<file path="config.mk">
export PLATFORM = sky130hd
export DESIGN_NAME = rgbc_arith
export DESIGN_NICKNAME = d
export VERILOG_FILES = /design/src/hdl/rgbc_pkg.sv /design/src/hdl/rgbc_arith.sv
export SDC_FILE = /design/constraint.sdc
export NUM_CORES = 1
export LEC_CHECK = 0
export ABC_AREA = 1
export BUFFER_PORTS_ARGS = -buffer_cell sky130_fd_sc_hd__buf_2
export CAP_MARGIN = 20
export CORE_MARGIN = 2
export CORE_UTILIZATION = 47
export CTS_BUF_LIST = sky130_fd_sc_hd__clkbuf_4
export DETAILED_ROUTE_END_ITERATION = 12
export PLACE_DENSITY = 0.69
export SYNTH_ARGS = -nofsm -noshare
export SYNTH_HDL_FRONTEND = slang
export SYNTH_SLANG_ARGS = --single-unit
</file>
<file path="constraint.sdc">
create_clock -name clk -period 9.1 [get_ports clk]
set_input_delay 1.82 -clock clk [delete_from_list [all_inputs] [get_ports clk]]
set_output_delay 1.82 -clock clk [all_outputs]
set_load 0.05 [all_outputs]
</file>
<file path="src/hdl/rgbc_pkg.sv">
package rgbc_pkg;

	localparam int MAX_WIDTH = 2048;
	localparam int AW = $clog2(MAX_WIDTH);
	localparam int CW = 12;
	localparam int PAW = 5;

	// register indexes
	localparam logic [2:0] REG_K_TOP = 3'd0;
	localparam logic [2:0] REG_K_MID = 3'd1;
	localparam logic [2:0] REG_K_BOT = 3'd2;
	localparam logic [2:0] REG_DIV   = 3'd3;
	localparam logic [2:0] REG_THR   = 3'd4;
	localparam logic [2:0] REG_WIDTH = 3'd5;
	localparam logic [2:0] REG_HEIGHT = 3'd6;

	typedef struct packed {
		logic [7:0] red;
		logic [7:0] green;
		logic [7:0] blue;
		logic       frame_start;
	} pix_in_t;

	typedef struct packed {
		logic [7:0]  out_red;
		logic [7:0]  out_green;
		logic [7:0]  out_blue;
		logic        edge_flag;
		logic [10:0] center_x;
		logic [11:0] center_y;
		logic        last_in_frame;
	} pix_out_t;

	typedef struct packed {
		logic [23:0] k_top;
		logic [23:0] k_mid;
		logic [23:0] k_bot;
		logic [7:0]  divisor;
		logic [7:0]  threshold;
		logic [11:0] width;
		logic [11:0] height;
	} cfg_t;

	// window handed to the arithmetic: nine pixels plus position tags
	typedef struct packed {
		logic [8:0][23:0] px;
		logic [10:0]      cx;
		logic [11:0]      cy;
		logic             last;
	} win_t;

endpackage

</file>
<file path="src/hdl/rgbc_arith.sv">
module rgbc_arith import rgbc_pkg::*; (
	input  logic     clk,
	input  logic     arst_n,
	input  cfg_t     cfg,
	input  logic     win_valid,
	input  win_t     win,
	output logic     win_ready,
	output logic     out_valid,
	output pix_out_t out_data,
	input  logic     out_ready
);
	// sequencer: load, multiply-accumulate over 9 taps, divide 19 steps, finish
	localparam logic [1:0] ST_IDLE = 2'd0;
	localparam logic [1:0] ST_MAC = 2'd1;
	localparam logic [1:0] ST_DIV = 2'd2;
	localparam logic [1:0] ST_OUT = 2'd3;

	logic [1:0]  st_q;
	logic [3:0]  tap_q;
	logic [4:0]  bit_q;
	win_t        w_q;
	logic [2:0][19:0] acc_q;
	logic [2:0][18:0] quo_q;
	logic [2:0][18:0] rem_q;
	logic [2:0][18:0] mag_q;
	logic [2:0]  neg_q;
	logic        ov_q;
	pix_out_t    o_q;
	logic [71:0] kall;
	logic signed [7:0] kc;
	logic [23:0] px;
	logic [2:0][7:0] res;
	logic [2:0][19:0] sgn;
	logic [2:0][19:0] rem_sh;

	assign win_ready = (st_q == ST_IDLE);
	assign kall = {cfg.k_bot, cfg.k_mid, cfg.k_top};
	// tap t = 3*i+j uses pixel window[2-i][2-j], stored at index t
	assign kc = kall[tap_q*8 +: 8];
	assign px = w_q.px[tap_q];

	always_comb begin
		for (int ch = 0; ch < 3; ch++) begin
			rem_sh[ch] = {rem_q[ch], mag_q[ch][18]};
			sgn[ch] = acc_q[ch];
			res[ch] = 8'd0;
		end
		for (int ch = 0; ch < 3; ch++) begin
			if (!neg_q[ch] && quo_q[ch] != 19'd0)
				res[ch] = (quo_q[ch] > 19'd255) ? 8'd255 : quo_q[ch][7:0];
		end
	end

	always_ff @(posedge clk or negedge arst_n) begin
		if (!arst_n) begin
			st_q <= ST_IDLE;
			ov_q <= 1'b0;
		end else begin
			ov_q <= (ov_q && !out_ready) || ((st_q == ST_OUT) && (!ov_q || out_ready));
			case (st_q)
				ST_IDLE: if (win_valid) st_q <= ST_MAC;
				ST_MAC: if (tap_q == 4'd8) st_q <= ST_DIV;
				ST_DIV: if (bit_q == 5'd0) st_q <= ST_OUT;
				ST_OUT: if (!ov_q || out_ready) st_q <= ST_IDLE;
				default: st_q <= ST_IDLE;
			endcase
		end
	end

	always_ff @(posedge clk) begin
		case (st_q)
			ST_IDLE: begin
				w_q <= win;
				tap_q <= 4'd0;
				acc_q <= '0;
			end
			ST_MAC: begin
				for (int ch = 0; ch < 3; ch++)
					acc_q[ch] <= acc_q[ch] + 20'(signed'(kc) *
						signed'({1'b0, px[ch*8 +: 8]}));
				tap_q <= tap_q + 4'd1;
				if (tap_q == 4'd8) begin
					bit_q <= 5'd18;
					for (int ch = 0; ch < 3; ch++) begin
						rem_q[ch] <= '0;
						quo_q[ch] <= '0;
					end
				end
			end
			ST_DIV: begin
				// restoring division of |sum| by divisor (1 when <=1)
				for (int ch = 0; ch < 3; ch++) begin
					if (bit_q == 5'd18) begin
						neg_q[ch] <= sgn[ch][19];
						mag_q[ch] <= sgn[ch][19] ? 19'(-sgn[ch]) : sgn[ch][18:0];
					end else begin
						if (rem_sh[ch] >= 20'(cfg.divisor > 8'd1 ? cfg.divisor : 8'd1)) begin
							rem_q[ch] <= 19'(rem_sh[ch] -
								20'(cfg.divisor > 8'd1 ? cfg.divisor : 8'd1));
							quo_q[ch] <= {quo_q[ch][17:0], 1'b1};
						end else begin
							rem_q[ch] <= rem_sh[ch][18:0];
							quo_q[ch] <= {quo_q[ch][17:0], 1'b0};
						end
						mag_q[ch] <= {mag_q[ch][17:0], 1'b0};
					end
				end
				if (bit_q == 5'd18) bit_q <= 5'd19;
				else if (bit_q == 5'd19) bit_q <= 5'd17;
				else bit_q <= bit_q - 5'd1;
			end
			ST_OUT: if (!ov_q || out_ready) begin
				o_q.out_red <= res[2];
				o_q.out_green <= res[1];
				o_q.out_blue <= res[0];
				o_q.edge_flag <= (res[2] > cfg.threshold) || (res[1] > cfg.threshold)
					|| (res[0] > cfg.threshold);
				o_q.center_x <= w_q.cx;
				o_q.center_y <= w_q.cy;
				o_q.last_in_frame <= w_q.last;
			end
			default: ;
		endcase
	end

	assign out_valid = ov_q;
	assign out_data = o_q;

	a_busy: assert property (@(posedge clk) disable iff (!arst_n)
		(st_q != ST_IDLE) |-> !win_ready) else $error("ready while busy");
	a_hold: assert property (@(posedge clk) disable iff (!arst_n)
		(ov_q && !out_ready) |=> ov_q) else $error("result dropped");
	a_mac_end: assert property (@(posedge clk) disable iff (!arst_n)
		(st_q == ST_MAC && tap_q == 4'd8) |=> st_q == ST_DIV) else $error("mac end");
endmodule

</file>
==> flow_metrics.env <==
export IMPL_outcome="finished clean"
export IMPL_antenna_found_initial=26
export IMPL_crit_arrival_ps=8520
export IMPL_h_tree_depth=4
export IMPL_dp_hpwl_um=61100
export IMPL_final_nets=5051
export IMPL_finalCritPeriodShare=0.859
export IMPL_final_common_cell="nand2_1"
export IMPL_drt_pass1_iterations=6
export IMPL_syn_nets=4617
export IMPL_grt_util_met2=0.353
export IMPL_vias=27849
export IMPL_yosysSeqAreaShare=0.453
export IMPL_yosys_warnings=0
export IMPL_num_rows=100
export IMPL_final_antenna_net_count=0
export IMPL_layout_area_overhead_vs_synth_pct=12.9
export IMPL_hold_violations=0
export IMPL_setup_tns_ps=0
export IMPL_crit_fanout=86
export IMPL_core_um2=74600
export IMPL_clkLatencyLatePin_ps=1000
export IMPL_min_period_ps=7820
export IMPL_relSlewSlack=0.176
export IMPL_portBuffers=382
export IMPL_synth_area_um2=35400
export IMPL_drt_iter0_markers=1836
export IMPL_viasPerCell=5.14
export IMPL_cts_tree="built"
export IMPL_grtUsageMet3=0.0499
export IMPL_finalSetupViolations=0
export IMPL_max_cap_violations=0
export IMPL_hp_class="register to register"
export IMPL_rsz0062_at_grt="no"
export IMPL_gp_congestion=0.874
export IMPL_cts_resized=0
export IMPL_clk_path_buf_depth=3
export IMPL_cts_inserted_buffers=143
export IMPL_die_area_um2=77600
export IMPL_final_cell_mix="nand2_1 (762), inv_1 (640), edfxtp_1 (532)"
export IMPL_syn_avg_cell_area_um2=9.10
export IMPL_pin_count=407
export IMPL_die_h_um=279
export IMPL_finalMaxSlewViolations=0
export IMPL_start_util=0.475
export IMPL_clkTransAtPathRegs_ps=70
export IMPL_crit_path_top_delay_cell="buf_4"
export IMPL_drt_wl_total_um=84000
export IMPL_grt_pass1_wl_um=136000
export IMPL_drive_gt1_frac=0.157
export IMPL_path_common_cell="inv_1"
export IMPL_synth_cell_type_count=49
export IMPL_synthCells=3891
export IMPL_routedWlPerCell_um=15.5
export IMPL_fmax_ghz=0.128
export IMPL_die_w_um=279
export IMPL_end_kind="register"
export IMPL_hold_buffers=0
export IMPL_grt_max_degree=194
export IMPL_grtUsageMet1=0.282
export IMPL_gr_total_overflow=0
export IMPL_cts_setup_buffers=0
export IMPL_drcViolationCount=0
export IMPL_ys_ff_latch=535
export IMPL_start_kind="register"
export IMPL_clock_sinks=535
export IMPL_path_class="register to register"
export IMPL_tightest_slew_ps=1240
export IMPL_cpPeakStageDelay_ps=650
export IMPL_cts_root_buf="clkbuf_4"
export IMPL_grt_pass1_vias=27310
export IMPL_worstPathRequired_ps=9800
export IMPL_skew_ps=87.0
export IMPL_grt_total_usage=0.218
export IMPL_grt_busiest_layer="met2"
-- Yosys cell counts, drive strengths merged --
cell      n  area (um^2)
nand2   763         2860
inv     650         2440
edfxtp  532        16000
nor2    442         1660
o21ai   325         1800
ha      253         3170
a21oi   194          975
nand3   143          721
fa      117         2340
xor2     66          578
buf      64          474
clkbuf   51          193
o221ai   47          449
xnor2    36          315
nor3     35          180
nand4    34          213
o211ai   26          225
a21o     17          128
o22ai    16          100
or2      14         87.6
a21boi   11         82.6
nand3b   10         75.1
a31oi     8         50.1
nor4      8         50.1
o21bai    8         60.1
o31ai     6         58.8
o21a      5         37.5
dfrtp     3         75.1
clkinv    2         7.51
nor3b     2         15.0
a41o      1         10.0
and2      1         6.26
o211a     1         10.0
-- final cells by class --
class,count,area (um^2)
well taps,969,1210
inverters,652,2450
repair buffers,404,2090
flip-flops and latches,535,16100
fillers,6846,34600
clock buffers,197,1480
clock inverters,51,323
diodes,25,62.6
multi-input cells,2589,16300
-- final timing paths --
check | end | from | slack (ps) | depth (start not counted)
min reg2reg | out_data[11]$_DFFE_PP_ | w_q[11]$_DFFE_PP_ | 380 | 0
min in group asynchronous | out_valid$_DFF_PN0_ | arst_n | 620 | 1
min | out_data[11]$_DFFE_PP_ | w_q[11]$_DFFE_PP_ | 380 | 0
max | acc_q[58]$_SDFFCE_PN0P_ | tap_q[0]$_SDFFCE_PN0P_ | 1280 | 29
max in group asynchronous | st_q[1]$_DFFE_PN0P_ | arst_n | 8360 | 1
max reg2reg | acc_q[58]$_SDFFCE_PN0P_ | tap_q[0]$_SDFFCE_PN0P_ | 1280 | 29
-- registers in the layout, indices dropped and copies added (netlist names) --
register   flops
quo_q         57
w_q          240
tap_q          4
neg_q          3
out_data      49
st_q           2
acc_q         60
bit_q          5
mag_q         57
rem_q         57
out_valid      1
-- routing by layer --
layer,share of wire,vias to the layer above
met5,0.00075,-
li1,-,13890
met2,0.46,828
met1,0.44,12925
met4,0.032,10
met3,0.069,196
-- cells by family (layout without fill, tap and decap cells) --
| group | Yosys count | in the layout | share of synthesized area |
|---|---|---|---|
| simple gates | 1452 | 1452 | 0.166 |
| buf+inv | 767 | 1304 | 0.0879 |
| compound gates | 665 | 665 | 0.112 |
| flops | 535 | 535 | 0.453 |
| fa+ha+maj | 370 | 370 | 0.155 |
| xor+xnor | 102 | 102 | 0.0252 |
| other cells | 0 | 25 | 0 |
-- critical path: cells and delay by family (launching register included) --
kind | cells | cell delay (ps)
AOI/OAI and AO/OA | 6 | 1340
xor gates and xnor gates | 1 | 280
adders and majority gates | 6 | 2710
buffers and inverters | 7 | 1530
DFF | 1 | 390
and+or+nand+nor | 9 | 1220
-- metrics by stage --
step                hold slack (ps)  instances  area [um^2]   util  setup slack, ps
finish                          385       5422        40000  0.536             1280
global route                    371       5418        40000  0.536              595
CTS                             351       5397        39900  0.535             1320
detailed placement              405       5149        38100  0.511              923
global placement                400       5149        38100  0.511             1010
floorplan                       400       3891        35400      -              246
Power is left out: the tool's default activity adds up to more than one toggle a clock period on the data nets, which glitch-free logic cannot reach.
