`src/hdl/rgbc_pkg.sv`:
```
package rgbc_pkg;

	localparam int MAX_WIDTH = 2048;
	localparam int AW = $clog2(MAX_WIDTH);
	localparam int CW = 12;
	localparam int PAW = 5;

	// register indexes
	localparam logic [2:0] REG_K_TOP = 3'd0;
	localparam logic [2:0] REG_K_MID = 3'd1;
	localparam logic [2:0] REG_K_BOT = 3'd2;
	localparam logic [2:0] REG_DIV   = 3'd3;
	localparam logic [2:0] REG_THR   = 3'd4;
	localparam logic [2:0] REG_WIDTH = 3'd5;
	localparam logic [2:0] REG_HEIGHT = 3'd6;

	typedef struct packed {
		logic [7:0] red;
		logic [7:0] green;
		logic [7:0] blue;
		logic       frame_start;
	} pix_in_t;

	typedef struct packed {
		logic [7:0]  out_red;
		logic [7:0]  out_green;
		logic [7:0]  out_blue;
		logic        edge_flag;
		logic [10:0] center_x;
		logic [11:0] center_y;
		logic        last_in_frame;
	} pix_out_t;

	typedef struct packed {
		logic [23:0] k_top;
		logic [23:0] k_mid;
		logic [23:0] k_bot;
		logic [7:0]  divisor;
		logic [7:0]  threshold;
		logic [11:0] width;
		logic [11:0] height;
	} cfg_t;

	// window handed to the arithmetic: nine pixels plus position tags
	typedef struct packed {
		logic [8:0][23:0] px;
		logic [10:0]      cx;
		logic [11:0]      cy;
		logic             last;
	} win_t;

endpackage

```
`src/hdl/rgbc_regs.sv`:
```
module rgbc_regs import rgbc_pkg::*; (
	input  logic            clk,
	input  logic            arst_n,
	input  logic            psel,
	input  logic            penable,
	input  logic            pwrite,
	input  logic [PAW-1:0]  paddr,
	input  logic [31:0]     pwdata,
	output logic [31:0]     prdata,
	output logic            pready,
	output cfg_t            cfg
);
	logic [2:0] idx;
	logic       wr;
	cfg_t       cfg_q;

	assign idx = paddr[PAW-1:2];
	assign wr = psel && penable && pwrite;
	assign pready = 1'b1;
	assign cfg = cfg_q;

	// register writes
	always_ff @(posedge clk or negedge arst_n) begin
		if (!arst_n) begin
			cfg_q.k_top <= 24'd256;
			cfg_q.k_mid <= 24'd130049;
			cfg_q.k_bot <= 24'd256;
			cfg_q.divisor <= 8'd1;
			cfg_q.threshold <= 8'd30;
			cfg_q.width <= 12'd640;
			cfg_q.height <= 12'd480;
		end else if (wr) begin
			case (idx)
				REG_K_TOP:  cfg_q.k_top <= pwdata[23:0];
				REG_K_MID:  cfg_q.k_mid <= pwdata[23:0];
				REG_K_BOT:  cfg_q.k_bot <= pwdata[23:0];
				REG_DIV:    cfg_q.divisor <= pwdata[7:0];
				REG_THR:    cfg_q.threshold <= pwdata[7:0];
				REG_WIDTH:  cfg_q.width <= pwdata[11:0];
				REG_HEIGHT: cfg_q.height <= pwdata[11:0];
				default: ;
			endcase
		end
	end

	// read back
	always_comb begin
		prdata = '0;
		case (idx)
			REG_K_TOP:  prdata = {8'd0, cfg_q.k_top};
			REG_K_MID:  prdata = {8'd0, cfg_q.k_mid};
			REG_K_BOT:  prdata = {8'd0, cfg_q.k_bot};
			REG_DIV:    prdata = {24'd0, cfg_q.divisor};
			REG_THR:    prdata = {24'd0, cfg_q.threshold};
			REG_WIDTH:  prdata = {20'd0, cfg_q.width};
			REG_HEIGHT: prdata = {20'd0, cfg_q.height};
			default:    prdata = '0;
		endcase
	end
endmodule

```
`config.mk`:
```
export PLATFORM = sky130hd
export DESIGN_NAME = rgbc_regs
export DESIGN_NICKNAME = d
export VERILOG_FILES = /design/src/hdl/rgbc_pkg.sv /design/src/hdl/rgbc_regs.sv
export SDC_FILE = /design/constraint.sdc
export NUM_CORES = 1
export LEC_CHECK = 0
export ABC_AREA = 1
export BUFFER_PORTS_ARGS = -buffer_cell sky130_fd_sc_hd__buf_2
export CAP_MARGIN = 15
export CORE_MARGIN = 1.5
export CORE_UTILIZATION = 30
export CTS_CLUSTER_SIZE = 20
export DETAILED_ROUTE_END_ITERATION = 12
export SLEW_MARGIN = 10
export SYNTH_ARGS = -nofsm -noshare
export SYNTH_HDL_FRONTEND = slang
export SYNTH_SLANG_ARGS = --single-unit
```
`constraint.sdc`:
```
create_clock -name clk -period 1.4 [get_ports clk]
set_input_delay 0.35 -clock clk [delete_from_list [all_inputs] [get_ports clk]]
set_output_delay 0.35 -clock clk [all_outputs]
set_load 0.01 [all_outputs]
```
==> impl_metrics.tcl, run 1 <==
set metrics [dict create \
    design.die.area_um2 19320 \
    fin_nets 984 \
    p_int_mw 6.958 \
    worstPathRequired_ns 1.05 \
    wl_mm 20.34 \
    rsz0062_at_grt "yes" \
    vias_per_cell 4.972 \
    critPathCaptureType "primary output" \
    power_frac_seq 0.430 \
    largest_reg_flops 112 \
    dp_cells 1118 \
    utilization 0.4577 \
    grt_pass1_vias 5424 \
    outcome "finished, violations left" \
    hp-class "in -> reg" \
    syn_to_final_growth_pct 48.66 \
    cap_violations 0 \
    grt-ovfl-total 0 \
    violations "setup timing" \
    start_util 0.3079 \
    cts.path.max_buffers 2 \
    pre_cts_ws_ns -0.3431 \
    grtUsageTotal 0.2105 \
    synth_seq_area_share 0.5098 \
    drt_pass1_iterations 5 \
    slew_headroom 0.6201 \
    finalMaxSlewViolations 0 \
    p_leak_nw 4.294 \
    dieWidth_um 139.0 \
    ioPinCount 187 \
    fin_setup_tns_ns -6.303 \
    fin_crit_sh 1.216 \
    crit_chain "nand4_1, nand2_1, nor2_2, nand2_1, buf_2" \
    critPathTopFamily "flip-flops" \
    fmax_mhz 587.5 \
    avgSynthCellArea_um2 7.860 \
    place_area_um2 7127 \
    drc 0 \
    r2r_slack_ns 0.44 \
    final-hold-violation-count 0 \
    cts.sinks 112 \
    p_sw_mw 3.482 \
    vias 5847 \
    antenna_found_initial 1 \
    fp.dieH_um 139.0 \
    core-area_um2 18020 \
    fp-row-count 49 \
    comb_power_share 0.304 \
    crit_type "reg -> out" \
    start_kind "flip-flop" \
    switching_share 0.3335 \
    place_congestion 0.8434 \
    syn_inst 706 \
    worstPathMaxFanout 3 \
    clk-insertion-delay-late_ns 0.35 \
    ys_ff_latch 112 \
    drive_gt1_frac 0.3865 \
    wl_per_cell_um 17.30 \
    tightest_slew_ns 0.5693 \
    fin_area_um2 8249 \
    cts-buffers-inserted 9 \
    dp_hpwl_mm 14.37 \
    cp_common_cell "nand2_1" \
    grt_pass1_wl_mm 31.76 \
    p_clk_frac 0.266 \
    peakVddDrop_mv 0.7390 \
    critical_path_buf_inv_count 1 \
    worst_ep_arrival_time_ns 1.35 \
    setup_violations 38 \
    post-route-min-period_ns 1.702 \
    grt_max_degree 34 \
    yosys_warnings 0 \
    io_buffers 167 \
    cpMaxStageDelayCell "dfstp_2" \
    num_antenna_cells 0 \
    power_density_nw_per_um2 1266 \
    ant_nets 0 \
    finalWorstSetupSlack_ns -0.3022 \
    drtIter0Drc 398 \
    cts.root.buffer_cell "clkbuf_16" \
    path_clk_slew_ns 0.08 \
    slowest_delay_ns 0.55 \
    tritoncts "built" \
    fin_cells 1176 \
    syn_area_um2 5549 \
    htree_levels 3 \
    ys_types 24 \
    fin_skew_ns 0 \
]
==> worst reg2reg max path, cell delays in order (launching register included) <==
cell and delay [ns]:
dfstp_2 0.57, buf_6 0.10, buf_4 0.10, o21ai_0 0.07, nand2_1 0.07
==> path summary, 6_finish.rpt <==
kind,from,to,cells after the start
max,cfg[5],prdata[5],5
min,pwdata[12],cfg[76],3
max reg2reg,cfg[25],cfg[25],4
min reg2reg,cfg[32],cfg[32],2
max in group asynchronous,arst_n,cfg[6],3
min in group asynchronous,arst_n,cfg[104],2
==> kinds of logic after synthesis <==
family                 share of synthesized area
DFF                                       0.5098
AOI/OAI and AO/OA                         0.1173
and+or+nand+nor                           0.3026
other                                   0.001353
buffers and inverters                    0.06900
==> cells in the mapped netlist (all sizes together) <==
cell | instances | area share
clkbuf | 22 | 0.015
nor2 | 36 | 0.030
nand2 | 278 | 0.19
conb | 2 | 0.0014
o211ai | 12 | 0.016
nand3 | 26 | 0.031
dfstp | 21 | 0.099
o21ai | 112 | 0.10
nor3 | 2 | 0.0036
nand4 | 44 | 0.050
buf | 36 | 0.037
dfrtp | 91 | 0.41
inv | 24 | 0.017
==> power by group through the flow <==
stage | sequential (mW) | combinational (mW) | clock (mW)
2_1_floorplan | 4.70 | 0.889 | 0
3_3_place_gp | 4.53 | 2.48 | 0
3_5_place_dp | 4.52 | 2.53 | 0
4_1_cts | 4.47 | 2.93 | 2.82
5_1_grt | 4.57 | 3.47 | 2.96
6_report | 4.49 | 3.17 | 2.78
==> cell type report <==
type / count / area [um2]
fill: 1802 / 9776
sequential: 112 / 2829
multi-input combinational: 519 / 2500
timing repair buffer: 276 / 2195
tap: 229 / 286.5
clock buffer: 11 / 252.7
inverter: 24 / 123.9
clock inverter: 5 / 62.56
==> metal layers <==
| metal | vias up | track usage | part of all wire |
|---|---|---|---|
| li1 | 2795 | - | - |
| met4 | 2 | 0.04989 | 0.017 |
| met3 | 21 | 0.04109 | 0.065 |
| met2 | 217 | 0.3189 | 0.45 |
| met1 | 2812 | 0.3096 | 0.46 |
| met5 | - | 0 | 0.00059 |
==> stage by stage <==
| stage | total power, mW | hold slack (ns) |
|---|---|---|
| after floorplan | 5.587 | 0.05441 |
| after global placement | 7.009 | 0.2459 |
| after detailed placement | 7.043 | 0.2505 |
| after CTS | 10.22 | 0.1982 |
| after global routing | 11.00 | 0.2153 |
| final | 10.44 | 0.2104 |
==> placed cells by master (no fill, tap or decap), drive strengths merged <==
cell and count:
nand2 278, buf 275, o21ai 112, dfrtp 91, nand4 44, nor2 36
nand3 26, inv 25, dfstp 21, o211ai 12, clkbuf 11, conb 9
nor3 2, clkinvlp 2, clkinv 1, bufinv 1, dlygate4sd3 1
==> repair_timing <==
| item | CTS | global route |
|---|---|---|
| gates resized for setup | 69 | 57 |
| gates cloned | 2 | 0 |
| pin swaps | 37 | 34 |
| hold buffers | 1 | 0 |
| hold endpoints to repair | 10 | 0 |
| setup buffers | 25 | 25 |
| endpoints found under the setup margin | 37 | 54 |
No activity file was read; power rests on OpenSTA's default activity.
==> run 2: changes to the inputs <==
--- a/config.mk
+++ b/config.mk
@@ -12,6 +12,7 @@
 export CORE_UTILIZATION = 30
 export CTS_CLUSTER_SIZE = 20
 export DETAILED_ROUTE_END_ITERATION = 12
+export SETUP_SLACK_MARGIN = 0.02
 export SLEW_MARGIN = 10
 export SYNTH_ARGS = -nofsm -noshare
 export SYNTH_HDL_FRONTEND = slang
==> run 2 against run 1 <==
Against the previous run:
- the flow still finishes with violations (setup timing)
- sequential share of layout area fell by 1.2 points
- register-to-register slack improved by 0.03 ns
- highest routed layer is now met4
- critical path depth rose by 3
- worst setup slack got worse by 0.037 ns
- design area rose by 3.7%
- critical endpoint is now prdata[15]
- die area did not move
- global-route usage rose by 0.50 points
- utilization rose by 1.7 points
- critical path type is now in -> out
- largest cell class unchanged
- non-clock buffer count rose by 14
- maximum frequency fell by 2.1%
==> impl_metrics.tcl, run 2 (same netlist as run 1, synthesis figures left out) <==
set metrics [dict create \
    critPathCaptureType "primary output" \
    antenna_found_initial 0 \
    peakVddDrop_mv 0.6298 \
    crit_type "in -> out" \
    ant_nets 0 \
    dp_hpwl_mm 14.06 \
    drive_gt1_frac 0.3867 \
    vias 5947 \
    tritoncts "built" \
    clk-insertion-delay-late_ns 0.36 \
    finalWorstSetupSlack_ns -0.3388 \
    utilization 0.4745 \
    regArea_um2 2829 \
    start_util 0.3079 \
    grtUsageTotal 0.2155 \
    grt_max_degree 48 \
    cts.sinks 112 \
    worst_hold_slack_ns 0.2114 \
    cts-buffers-inserted 9 \
    fin_cells 1191 \
    multi_input_area_um2 2494 \
    path_clk_slew_ns 0.08 \
    worst_ep_arrival_time_ns 1.39 \
    layout_common_cells "263 x nand2_1, 121 x buf_2, 110 x o21ai_0, 91 x dfrtp_1, 73 x buf_6" \
    design.die.area_um2 19320 \
    cap_violations 0 \
    hp-class "in -> reg" \
    grt_pass1_wl_mm 32.41 \
    rsz0062_at_grt "yes" \
    cts.path.max_buffers 2 \
    final-hold-violation-count 0 \
    cts.root.buffer_cell "clkbuf_16" \
    p_leak_nw 4.448 \
    dp_cells 1131 \
    grt_pass1_vias 5688 \
    fp-row-count 49 \
    pre_cts_ws_ns -0.3703 \
    post-route-min-period_ns 1.739 \
    io_buffers 167 \
    wl_per_cell_um 17.55 \
    final_common_cell "nand2_1" \
    violations "setup timing" \
    drt_pass1_iterations 5 \
    ioPinCount 187 \
    power_density_nw_per_um2 1260 \
    grt-ovfl-total 0 \
    drc 0 \
    start_kind "primary input" \
    fmax_mhz 575.1 \
    largest_reg_flops 112 \
    syn_to_final_growth_pct 54.11 \
    wl_mm 20.91 \
    htree_levels 3 \
    fp.dieH_um 139.0 \
    place_congestion 0.8493 \
    drtIter0Drc 389 \
    outcome "finished, violations left" \
    worstPathMaxFanout 7 \
    num_antenna_cells 0 \
    vias_per_cell 4.993 \
    setup_violations 35 \
    fillers 1759 \
    fin_skew_ns 0 \
    dieWidth_um 139.0 \
    fin_crit_sh 1.242 \
    core-area_um2 18020 \
    fin_nets 1000 \
    worstPathRequired_ns 1.05 \
    p_total_mw 10.78 \
    finalMaxSlewViolations 0 \
]
-- run 2: changes by cell type in the layout (fill, tap and decap cells not counted), moves of 3 or more --
cell and change:
nand2_1 +5, nand2_4 +3, buf_6 +15, buf_4 +7
nand2_2 -7, inv_1 +3, buf_2 -13
-- run 2: worst max-delay path, cell delays in order --
cell and delay (ns):
buf_12 0.12, buf_12 0.13, nor3_4 0.21, buf_12 0.15, buf_12 0.12, nand2_1 0.06
o211ai_1 0.08, buf_2 0.16
-- run 2: final cells by class --
type                    instances  share of cell area
clock buffers                  11             0.02721
repair buffers                290              0.2898
well taps                     229             0.03350
flip-flops and latches        112              0.3308
clock inverters                 4             0.01112
multi-input cells             519              0.2916
repair inverters                2            0.002048
inverters                      24             0.01390
-- run 2: where the power goes --
group          internal (mW)  total (mW)  switching, mW
Sequential              3.95        4.49          0.533
Clock                   1.74        2.98           1.24
Combinational           1.61        3.31           1.70
-- run 2: worst paths after layout --
kind,from,to,cells past startpoint,slack (ns)
max in group asynchronous,arst_n,cfg[19],3,0.43
worst min register to register,cfg[79],cfg[79],2,0.50
worst min-delay path,pwdata[13],cfg[77],3,0.21
worst max register to register,cfg[25],cfg[25],4,0.47
min in group asynchronous,arst_n,cfg[83],2,0.42
worst max-delay path,paddr[3],prdata[15],8,-0.34
-- run 2: stage by stage --
step | area, um2 | setup TNS, ns
floorplan | 5684 | -0.4025
finish | 8552 | -7.468
global placement | 7252 | -20.44
detailed placement | 7252 | -21.07
global route | 8552 | -9.084
CTS | 8387 | -7.349
-- run 2: layer usage --
layer | GRT usage | vias up | wire, um | part of all wire
met4 | 0.08772 | 0 | 544 | 0.026
met3 | 0.03384 | 32 | 1357 | 0.065
li1 | - | 2816 | - | -
met1 | 0.3091 | 2845 | 9587 | 0.46
met5 | 0 | - | 0 | 0
met2 | 0.3241 | 254 | 9417 | 0.45
-- run 2: repair_timing --
action                                 CTS  global route
endpoints found under the hold margin   12             0
cloned                                   7             0
buffers inserted                        31            19
setup endpoints to repair               48            64
resized for setup                       89            41
pin swaps                               43            19
hold buffers                             1             0
==> run 3: changes to the inputs <==
--- a/config.mk
+++ b/config.mk
@@ -5,13 +5,14 @@
 export SDC_FILE = /design/constraint.sdc
 export NUM_CORES = 1
 export LEC_CHECK = 0
-export ABC_AREA = 1
+export ABC_AREA = 0
 export BUFFER_PORTS_ARGS = -buffer_cell sky130_fd_sc_hd__buf_2
 export CAP_MARGIN = 15
 export CORE_MARGIN = 1.5
 export CORE_UTILIZATION = 30
 export CTS_CLUSTER_SIZE = 20
 export DETAILED_ROUTE_END_ITERATION = 12
+export PLACE_DENSITY_LB_ADDON = 0.08
 export SETUP_SLACK_MARGIN = 0.02
 export SLEW_MARGIN = 10
 export SYNTH_ARGS = -nofsm -noshare
==> run 3 against run 2 <==
Against the previous run:
- the flow still finishes with violations (setup timing)
- clock-buffer cell count is 1 lower
- sequential cell count stayed put
- clock skew stayed put
- synthesized cell count is 45% lower
- wire length is 17% lower
- largest cell class is now multi-input combinational cells
==> impl_metrics.tcl, run 3 <==
set metrics [dict create \
    drive_gt1_frac 0.8018 \
    htree_levels 3 \
    synth_top_area_frac 0.4290 \
    fp-row-count 48 \
    final_common_cell "buf_2" \
    cts-buffers-inserted 9 \
    utilization 0.5089 \
    vias 4195 \
    fin_skew_ns 0 \
    grt_pass1_wl_mm 25.90 \
    slew_headroom 0.6570 \
    p_leak_nw 4.368 \
    fin_nets 698 \
    start_util 0.3069 \
    final-hold-violation-count 0 \
    top_usage_layer "met2" \
    dp_cells 831 \
    fin_area_um2 8802 \
    vias_per_cell 4.735 \
    fin_cells 886 \
    crit_type "reg -> out" \
    synth_seq_area_share 0.5330 \
    fmax_mhz 537.1 \
    fp.dieH_um 136.0 \
    wl_mm 17.33 \
    gr-usage-met3 0.03579 \
    r2r_slack_ns 0.34 \
    syn_area_um2 5308 \
    power_density_nw_per_um2 1263 \
    synth_adder_area_share 0 \
    grt-ovfl-total 0 \
    dieWidth_um 136.0 \
    avgSynthCellArea_um2 13.75 \
    worstPathRequired_ns 1.05 \
    grtUsageTotal 0.1873 \
    antenna_found_initial 0 \
    fin_crit_sh 1.330 \
    finalMaxSlewViolations 0 \
    cts.sinks 112 \
    syn_to_final_growth_pct 65.84 \
    synthFlopType "dfrtp_1" \
    outcome "finished, violations left" \
    synth_xor_area_frac 0 \
    yosysTopAreaCell "dfrtp_1" \
    finalWorstSetupSlack_ns -0.4619 \
    cap_violations 0 \
    yosys_warnings 0 \
    worst_ep_arrival_time_ns 1.51 \
    worstPathMaxFanout 2 \
    hp-class "in -> reg" \
    core-area_um2 17300 \
    synth-edff-count 0 \
    dp_hpwl_mm 11.75 \
    pre_cts_ws_ns -0.6076 \
    synth_area_leaders "dfrtp_1 43%, mux2_2 25%, dfstp_2 10%" \
    r2r-start "cfg[76]" \
    path_clk_slew_ns 0.08 \
    synth_common_cells "116 x mux2_2, 91 x dfrtp_1, 26 x nand2_1, 22 x a221oi_1, 21 x dfstp_2" \
    start_kind "flip-flop" \
    synth_mux_area_frac 0.3329 \
    post-route-min-period_ns 1.862 \
    violations "setup timing" \
    drt_pass1_iterations 4 \
    ys_types 25 \
    wl_per_cell_um 19.56 \
    min-delay-start "pwdata[19]" \
    design.die.area_um2 18500 \
    rsz0062_at_grt "yes" \
    ioPinCount 187 \
    yosysMostFrequentCell "mux2_2" \
    drc 0 \
    r2r-end "cfg[76]" \
    grt_max_degree 65 \
    synth_top_family_by_area "multiplexers" \
    ant_nets 0 \
    min_to "cfg[83]" \
    ff2ff_path_depth 4 \
    ys_ff_latch 112 \
    tightest_slew_ns 0.5127 \
    clk-insertion-delay-late_ns 0.35 \
    use_met2 0.3067 \
    place_area_um2 7335 \
    critPathCaptureType "primary output" \
    place_congestion 0.7329 \
    syn_inst 386 \
    setup_violations 63 \
    synth_compound_area_frac 0.05045 \
    yosys.area_share.simple 0.04338 \
    synthArstFlopShare 1.000 \
    tritoncts "built" \
    drtIter0Drc 183 \
    num_antenna_cells 0 \
    layout_common_cells "115 x buf_2, 91 x dfrtp_1, 90 x mux2_4, 89 x buf_6, 60 x buf_4" \
    largest_reg_flops 112 \
    peakVddDrop_mv 0.8055 \
    met1_usage 0.2510 \
    io_buffers 167 \
    cts.root.buffer_cell "clkbuf_16" \
    min_path_cells 2 \
    cts.path.max_buffers 2 \
    grt_pass1_vias 4399 \
    fin_setup_tns_ns -10.18 \
]
run 3: changes by cell type in the layout (fill, tap and decap cells not counted), moves of 16 or more:
cell	previous run	this run
inv_1	21	0
nand4_1	44	1
mux2i_1	0	16
mux2_4	0	90
nand3_1	19	0
nand2_1	263	3
o21ai_0	110	0
a221oi_2	0	18
mux2_2	0	46
buf_6	73	89
run 3: final cells by class:
cell class / instances / area, um2
tap: 225 / 281.5
fill: 1542 / 8494
clock buffer: 10 / 239.0
sequential: 112 / 2829
timing repair buffer: 285 / 2444
inverter: 3 / 21.27
multi-input combinational: 245 / 2943
clock inverter: 6 / 45.04
run 3: cells by family (layout without fill, tap and decap cells):
logic type / count (synthesis) / in the layout
other cells: 2 / 9
mux: 152 / 152
compound gates: 36 / 36
flops: 112 / 112
buf+inv: 36 / 304
simple gates: 48 / 48
run 3: how the worst max path moves through the flow:
stage | from | to | slack, ns | depth (start not counted)
6_report | cfg[13] | prdata[1] | -0.46 | 4
5_1_grt | cfg[13] | prdata[1] | -0.54 | 4
4_1_cts | cfg[13] | prdata[1] | -0.49 | 4
3_5_place_dp | paddr[2] | prdata[11] | -0.61 | 6
3_3_place_gp | paddr[2] | prdata[11] | -0.58 | 6
2_1_floorplan | paddr[2] | cfg[100] | -0.27 | 6
run 3: critical path: stages (launching register included):
cell and delay [ns]:
dfrtp_1 0.39, mux2_4 0.28, a221oi_4 0.27, a221oi_2 0.05, buf_2 0.17
run 3: timing repair:
| item | 4_1_cts | 5_1_grt |
|---|---|---|
| gates resized for setup | 126 | 80 |
| endpoints found under the setup margin | 133 | 131 |
| hold buffers | 1 | 0 |
| hold endpoints to repair | 19 | 0 |
| pin swaps | 26 | 16 |
| cloned | 4 | 0 |
| setup buffers | 26 | 35 |
run 3: routing by layer:
metal,part of all wire,vias to the layer above,routed length [um]
met5,0,-,0
met3,0.051,14,879
met4,0.015,0,252
met2,0.48,120,8327
met1,0.45,2131,7867
li1,-,1930,-
run 3: per-stage QoR:
step / hold WS [ns] / total power [mW]
floorplan: 0.05441 / 6.126
global placement: 0.3746 / 7.599
detailed placement: 0.3721 / 7.635
CTS: 0.2439 / 10.84
global route: 0.2489 / 11.72
finish: 0.2569 / 11.12
run 3: power breakdown:
part	total (mW)	internal (mW)	switching (mW)
registers	4.50	3.96	0.545
logic	4.11	2.52	1.59
clock network	2.50	1.26	1.24
total	11.1	7.74	3.38
